===== src/rtl/sws_pkg.sv =====
// shared types, constants and the sine table builder for the row shift warp
// no dependencies; the rtl files refer to it by scoped names, the bench imports it
`default_nettype none

package sws_pkg;

	// sizes
	localparam int MAX_WIDTH   = 1024;
	localparam int MAX_ROWS    = 4096;
	localparam int SINE_STEPS  = 1024;
	localparam int COL_W       = $clog2(MAX_WIDTH);
	localparam int ADDR_W      = COL_W + 1;
	localparam int STORE_DEPTH = 2 * MAX_WIDTH;
	localparam int ROW_W       = $clog2(MAX_ROWS);
	localparam int SINE_BITS   = $clog2(SINE_STEPS);
	localparam int SINE_W      = 16;
	localparam int PIX_W       = 24;
	localparam int WIDTH_W     = 11;
	localparam int COUNT_W     = 13;
	localparam int AMP_W       = 12;
	localparam int PHASE_W     = 24;
	localparam int CFG_IDX_W   = 2;
	localparam int CFG_DATA_W  = 24;
	localparam int MOD_W       = COL_W + 1;
	localparam int QUEUE_DEPTH = 4;
	localparam int QPTR_W      = $clog2(QUEUE_DEPTH);

	// register indexes
	localparam logic [CFG_IDX_W-1:0] CFG_ROW_WIDTH  = 2'd0;
	localparam logic [CFG_IDX_W-1:0] CFG_ROW_COUNT  = 2'd1;
	localparam logic [CFG_IDX_W-1:0] CFG_AMPLITUDE  = 2'd2;
	localparam logic [CFG_IDX_W-1:0] CFG_PHASE_STEP = 2'd3;

	// opcode of a pixel word (the other code drains)
	localparam logic OP_PIXEL = 1'b0;

	// fixed point constants of the table builder
	localparam logic [63:0] Q30_ONE     = 64'd1073741824;
	localparam logic [63:0] PI_Q30      = 64'd3373259426;
	localparam logic [63:0] HALF_PI_Q30 = 64'd1686629713;

	typedef struct packed {
		logic       opcode;
		logic [7:0] red_in;
		logic [7:0] green_in;
		logic [7:0] blue_in;
	} item_t;

	typedef struct packed {
		logic [7:0] red_out;
		logic [7:0] green_out;
		logic [7:0] blue_out;
		logic       row_end;
	} result_t;

	typedef struct packed {
		logic [WIDTH_W-1:0] width;
		logic [COUNT_W-1:0] rows;
		logic [AMP_W-1:0]   amplitude;
		logic [PHASE_W-1:0] phase_step;
		logic               changed;
	} cfg_t;

	// one queued word of line store work
	typedef struct packed {
		logic              wr_en;
		logic [ADDR_W-1:0] wr_addr;
		logic [PIX_W-1:0]  wr_data;
		logic              rd_en;
		logic [ADDR_W-1:0] rd_addr;
		logic              last;
	} op_t;

	typedef struct packed {
		logic             start;
		logic             neg;
		logic [MOD_W-1:0] value;
	} mod_req_t;

	typedef struct packed {
		logic             done;
		logic [COL_W-1:0] rem;
	} mod_rsp_t;

	typedef enum logic [2:0] {
		ST_READY,
		ST_ROM,
		ST_MUL,
		ST_OFF_GO,
		ST_OFF_WAIT,
		ST_RP_GO,
		ST_RP_WAIT
	} front_state_t;

	// q1.15 sine of 2*pi*k/SINE_STEPS, taylor series in q30, first quadrant folded
	function automatic logic [SINE_W-1:0] sine_entry(input int unsigned k);
		logic [63:0] th;
		logic [63:0] x2;
		logic [63:0] t;
		logic [63:0] s;
		logic [63:0] q;
		logic        neg;
		th  = (64'd2 * PI_Q30 * 64'(k)) / 64'(SINE_STEPS);
		neg = 1'b0;
		if (th >= PI_Q30) begin
			neg = 1'b1;
			th  = th - PI_Q30;
		end
		if (th > HALF_PI_Q30) begin
			th = PI_Q30 - th;
		end
		x2 = (th * th) >> 30;
		t  = Q30_ONE;
		t  = Q30_ONE - ((x2 * t) >> 30) / 64'd156;
		t  = Q30_ONE - ((x2 * t) >> 30) / 64'd110;
		t  = Q30_ONE - ((x2 * t) >> 30) / 64'd72;
		t  = Q30_ONE - ((x2 * t) >> 30) / 64'd42;
		t  = Q30_ONE - ((x2 * t) >> 30) / 64'd20;
		t  = Q30_ONE - ((x2 * t) >> 30) / 64'd6;
		s  = (th * t) >> 30;
		q  = (s * 64'd32767 + (64'd1 << 29)) >> 30;
		if (q > 64'd32767) begin
			q = 64'd32767;
		end
		return neg ? SINE_W'(~q + 64'd1) : SINE_W'(q);
	endfunction

endpackage

`default_nettype wire


===== src/rtl/sws_fifo.sv =====
// short queue of line store work between front and back end
// depends on sws_pkg
`default_nettype none

module sws_fifo (
	input  wire logic         clk,
	input  wire logic         arst_n,
	input  wire logic         push,
	input  wire sws_pkg::op_t push_data,
	output logic              full,
	input  wire logic         pop,
	output logic              head_valid,
	output sws_pkg::op_t      head
);

	sws_pkg::op_t                entry_q [sws_pkg::QUEUE_DEPTH];
	logic [sws_pkg::QPTR_W-1:0]  wr_ptr_q;
	logic [sws_pkg::QPTR_W-1:0]  rd_ptr_q;
	logic [sws_pkg::QPTR_W:0]    count_q;

	assign full       = count_q == (sws_pkg::QPTR_W + 1)'(sws_pkg::QUEUE_DEPTH);
	assign head_valid = count_q != '0;
	assign head       = entry_q[rd_ptr_q];

	always_ff @(posedge clk) begin
		if (push) begin
			entry_q[wr_ptr_q] <= push_data;
		end
	end

	always_ff @(posedge clk or negedge arst_n) begin
		if (!arst_n) begin
			wr_ptr_q <= '0;
			rd_ptr_q <= '0;
			count_q  <= '0;
		end else begin
			if (push) begin
				wr_ptr_q <= wr_ptr_q + sws_pkg::QPTR_W'(1);
			end
			if (pop) begin
				rd_ptr_q <= rd_ptr_q + sws_pkg::QPTR_W'(1);
			end
			case ({push, pop})
				2'b10:   count_q <= count_q + (sws_pkg::QPTR_W + 1)'(1);
				2'b01:   count_q <= count_q - (sws_pkg::QPTR_W + 1)'(1);
				default: count_q <= count_q;
			endcase
		end
	end

endmodule

`default_nettype wire


===== config.mk =====
export PLATFORM = sky130hd
export DESIGN_NAME = sws_fifo
export DESIGN_NICKNAME = d
export VERILOG_FILES = /design/src/rtl/sws_pkg.sv /design/src/rtl/sws_fifo.sv
export SDC_FILE = /design/constraint.sdc
export NUM_CORES = 1
export LEC_CHECK = 0
export BUFFER_PORTS_ARGS = -buffer_cell sky130_fd_sc_hd__buf_2
export CORE_MARGIN = 5
export CORE_UTILIZATION = 45
export DETAILED_ROUTE_END_ITERATION = 6
export GPL_TIMING_DRIVEN = 0
export MAX_ROUTING_LAYER = met4
export PLACE_DENSITY_LB_ADDON = 0.25
export SYNTH_ARGS = -nofsm -noshare
export SYNTH_HDL_FRONTEND = slang
export SYNTH_SLANG_ARGS = --single-unit

===== constraint.sdc =====
create_clock -name clk -period 3.9 [get_ports clk]
set_input_delay 0.78 -clock clk [delete_from_list [all_inputs] [get_ports clk]]
set_output_delay 0.78 -clock clk [all_outputs]
set_load 0.02 [all_outputs]

* After elaboration in Yosys (flattened, before gate mapping)
Memories as Yosys holds them, arrays and structs flattened. Index checks and enable logic that the tools add are counted.
Storage, ports and cells: register bits 7, memory bits (writable) 196, input bits 53, output and inout port bits 51, logic and storage cells 16, memories kept 1
Operators by class: add/subtract/negate cells 4, equality and inequality tests 3, muxes and demuxes 3, reduce and logical (&&, ||, !) cells 2
Memory list:
- entry_q | depth 4, width 49, read ports 1, clocked after Yosys merged registers in 0, wr ports 1, RTL line sws_fifo.sv:16 | sws_pkg::op_t entry_q [sws_pkg::QUEUE_DEPTH];
Operators by type and width (number):
- $pmux W3 S2 | 1
- $add A2 B1 Y2 const B | 2
- $add A3 B1 Y3 const B | 1
- $eq A3 B3 Y1 const B | 1
- $reduce_bool A3 Y1 | 1
- $sub A3 B1 Y3 const B | 1
- $eq A2 B1 Y1 const B | 1
- $eq A2 B2 Y1 const B | 1
- $mux W1 | 2
- $reduce_bool A2 Y1 | 1

* Depth between registers and ports, before layout
depth in word-level cells 2, mapped depth 6

* Worst setup path after synthesis
OpenSTA, ideal clock, no wires.
path kind input to register, from input push, to memory entry_q[0][0] (netlist bit) (enable), arrival 1.951 ns, data required time 3.488 ns, setup slack 1.537 ns, cell stages on the path 1, buffers on the path 0, cell sequence and2_1
On the way: longest elaborated chain between the ends 2
RTL lines:
- start: declaration | RTL line sws_fifo.sv:8 | input wire logic push,
- $mux W1 | RTL line sws_fifo.sv:26 | if (push) begin
- $mux W1 (implied by the code) | RTL line sws_fifo.sv:27 | entry_q[wr_ptr_q] <= push_data;
- end: declaration | RTL line sws_fifo.sv:16
Every way passes these cells.

==> impl_summary.log <==
[metrics] result of the run: completed
[metrics] wire length of the first global-routing pass: 20450 µm
[metrics] simple-gate share of the synthesized area: 0.006654
[metrics] clk sink count: 203
[metrics] area overhead of the layout relative to synthesis: 19.98%
[metrics] floorplan row count: 47
[metrics] Crit Path Class: flip-flop to output port
[metrics] proportion of netlist area held by the largest area contributor: 0.7826
[metrics] layout cell share with drive strength beyond 1: 0.4550
[metrics] worst stage delay on the critical path: approximately 0.38 ns
[metrics] number of iterations in the first detailed-routing pass: 4
[metrics] largest family of logic cells by synthesized area: multiplexers
[metrics] count of antenna diodes in the layout: 0
[metrics] crit path max fanout: 10
[metrics] CTS hold repair buffers: 0
[metrics] Routability Congestion: 0.6881
[metrics] share of async-settable or async-resettable flops after synthesis: 0.03448
[metrics] global-route total usage across every layer: 0.1387
[metrics] Initial Utilization: 0.4568
[metrics] estimated wirelength of the detail-placed design: 7423 µm
[metrics] count of instances resized after the clock tree is built: 0
[metrics] footprint of the flip-flops and latches: around 6100 µm²
[metrics] complex-gate fraction of the synthesized area: 0.0006654
[metrics] mux share of post-synthesis cell area: 0.1487
[metrics] Hold WC Path Type: input port to asynchronous set/reset pin
[metrics] routed via count divided by cell count: 5.077
[metrics] Synth Flop Type: sky130_fd_sc_hd__edfxtp_1
[metrics] post-synthesis xor/xnor area fraction: 0.006987
[metrics] area enclosed by the die boundary: 19400 µm²
[metrics] maximum clock frequency: roughly 370 MHz
[metrics] type of destination of the critical path: output port
[metrics] area of the core: 16470 µm²
[metrics] Max-cap violations: 0
[metrics] count of state elements after synthesis: around 200
[metrics] ordered list of cells on the worst path: clkbuf_1 -> buf_2 -> mux4_2 -> buf_2
[metrics] cell types with the largest area share after synthesis: sky130_fd_sc_hd__edfxtp_1, sky130_fd_sc_hd__mux4_2, sky130_fd_sc_hd__dfrtp_1
[metrics] die outline width: 139.3 µm
[metrics] Max Transition Viols Final: 0
[metrics] Port-buffer cells: 103
[metrics] pre-CTS WS: 1.639 ns
[metrics] Setup Total Neg Slack: 0 ns
[metrics] combined area of all synthesized cells: between 7000 and 8000 µm²
[metrics] remaining number of nets flagged by the antenna check after routing: 0
[metrics] synthesized-area fraction occupied by adder cells: 0.01098
[metrics] leakage power: approximately 3.1 nW
[metrics] die height: 139.3 µm
[metrics] Final Worst Setup Slack: between 1 and 1.5 ns
[metrics] Mean Syn Cell Area: about 26 µm²
[metrics] net count after synthesis: ~350
[metrics] number of cells in the design after placement: 613
[metrics] Top cell by count, worst path: sky130_fd_sc_hd__buf_2
[metrics] shortest period the worst path allows: 2.721 ns
[metrics] number of antenna violations at the first check in global routing: 0
[metrics] DRC violation count after routing: 0
[metrics] Worst setup SP type: flip-flop
[metrics] final-stage net count: 476
[metrics] most common cell after layout, fill and taps aside: sky130_fd_sc_hd__edfxtp_1
[metrics] commonest non-fill, non-tap cells in the layout: sky130_fd_sc_hd__edfxtp_1, sky130_fd_sc_hd__buf_2, sky130_fd_sc_hd__mux4_2
[metrics] pin count of the biggest net entering global routing: 50
[metrics] worst setup skew after layout: 0.004423 ns
[metrics] P per Cell Area: 796.9 nW/µm²
[metrics] final setup violation count: 0
[metrics] count of flip-flops with a built-in enable after synthesis: around 200
[metrics] Clock Tree Root: sky130_fd_sc_hd__clkbuf_16
[metrics] maximum level of the CTS H-tree: 1
[metrics] Distinct cells, synth: 20
[metrics] worst slew margin relative to its limit: 0.4727
[metrics] endpoint arrival time on the critical path: 1.94 ns
[metrics] total number of yosys warnings: 0
[metrics] slew at the pin closest to its max-slew limit: 0.7910 ns
[metrics] number of vias after detailed routing: roughly 3300
[metrics] Post-Syn Instances: 290
[metrics] overall power: 7.191 mW
[metrics] sequential cell area fraction in the yosys report: 0.8059
[metrics] peak ir drop on the vdd network: between 0.4 and 0.5 mV
[metrics] count of placed standard cells in the final layout, fillers left out: roughly 650
[metrics] area leader, netlist: sky130_fd_sc_hd__edfxtp_1
[metrics] clock-pin transition on the worst setup and hold timing paths: 0.05 ns
[metrics] required time of the critical path: 3.12 ns
[metrics] Filler Cells Inserted: 1293
[metrics] hold violation count in the final report: 0
[metrics] drt first-iter violations: 167
[metrics] post-route clock period utilization: 0.6977
[metrics] CTS Buf Count: 22
[metrics] clock insertion delay at the later pin of the skew report: 0.49 ns
[metrics] total length of routed wires: 12840 µm
[metrics] total area of multi-input combinational cells: 1319 µm²
[metrics] final core occ: 0.5480
[metrics] vias in the first global route: 3736
[metrics] count of boundary I/O pins: 104
[metrics] Max Buffers Root-to-Sink: 3
[metrics] DR WL/cell: 19.66 µm
[metrics] setup slack on the worst flop-to-flop path: 2.15 ns
[metrics] CTS tree: yes
[metrics] Post-CTS Setup Inserts: 0
[metrics] Max stage delay cell, worst path: sky130_fd_sc_hd__mux4_2
[metrics] unrepaired setup endpoints after global routing: no
[metrics] overflow left after global routing: 0
power breakdown:
group / internal (mW) / switching (mW)
logic: 0.960 / 1.30
clock network: 1.20 / 0.772
registers: 2.86 / 0.0979
total: 5.03 / 2.17
critical path, delay by kind of cell, from the launching register on:
kind / cells / cell delay, ns
muxes: 1 / 0.38
DFF: 1 / 0.32
buffers and inverters: 3 / 0.76
final cells by class:
| type | count | share of cell area |
|---|---|---|
| plain buffers | 12 | 0.01553 |
| repair buffers | 103 | 0.05713 |
| flip-flops and latches | 203 | 0.6717 |
| clock inverters | 14 | 0.01276 |
| well taps | 220 | 0.03050 |
| multi-input cells | 72 | 0.1461 |
| clock buffers | 26 | 0.06503 |
| inverters | 3 | 0.001248 |
through the flow:
| stage | cell area [µm²] | hold WS, ns |
|---|---|---|
| 6_report | 9024 | 0.1226 |
| 5_1_grt | 9024 | 0.1167 |
| 4_1_cts | 9024 | 0.1031 |
| 3_5_place_dp | 8322 | 0.4854 |
| 3_3_place_gp | 8312 | 0.4659 |
| 2_1_floorplan | 7521 | 0.4471 |
logic make-up (layout without fill, tap and decap cells):
kind of cell,after synthesis,after routing
DFF,203,203
muxes,50,50
buffers and inverters,15,158
and+or+nand+nor,9,9
adders and majority gates,6,6
xor gates and xnor gates,6,6
AOI/OAI and AO/OA,1,1
synthesized netlist by cell type (2+ instances only):
master,count
sky130_fd_sc_hd__edfxtp_1,196
sky130_fd_sc_hd__and2_1,4
sky130_fd_sc_hd__mux4_2,48
sky130_fd_sc_hd__xnor2_1,3
sky130_fd_sc_hd__buf_12,5
sky130_fd_sc_hd__inv_1,3
sky130_fd_sc_hd__ha_1,5
sky130_fd_sc_hd__xor2_1,3
sky130_fd_sc_hd__nand2_1,2
sky130_fd_sc_hd__buf_2,5
sky130_fd_sc_hd__dfrtp_1,7
sequential cells by signal, indices dropped and copies added, names as in the netlist:
name and flops:
entry_q 196, count_q 3, wr_ptr_q 2, rd_ptr_q 2
path summary, 6_finish.rpt:
kind | from | to | cells past startpoint
worst max-delay path | rd_ptr_q[1] | head[13] | 4
worst min-delay path | arst_n | count_q[2] | 1
worst max register to register | wr_ptr_q[1] | entry_q[1][14] | 3
worst min register to register | count_q[2] | count_q[2] | 1
max in group asynchronous | arst_n | rd_ptr_q[0] | 1
min in group clk | count_q[2] | count_q[2] | 1
per-layer routing:
layer	up-vias	wire length, µm	part of all wire	track usage
met1	1706	5323	0.41	0.1734
li1	1494	-	-	-
met2	91	6595	0.51	0.2336
met4	0	284	0.022	0.03965
met3	24	637	0.050	0.02676
met5	-	0	0	-
Note: power is estimated with default switching activity, not from simulation.
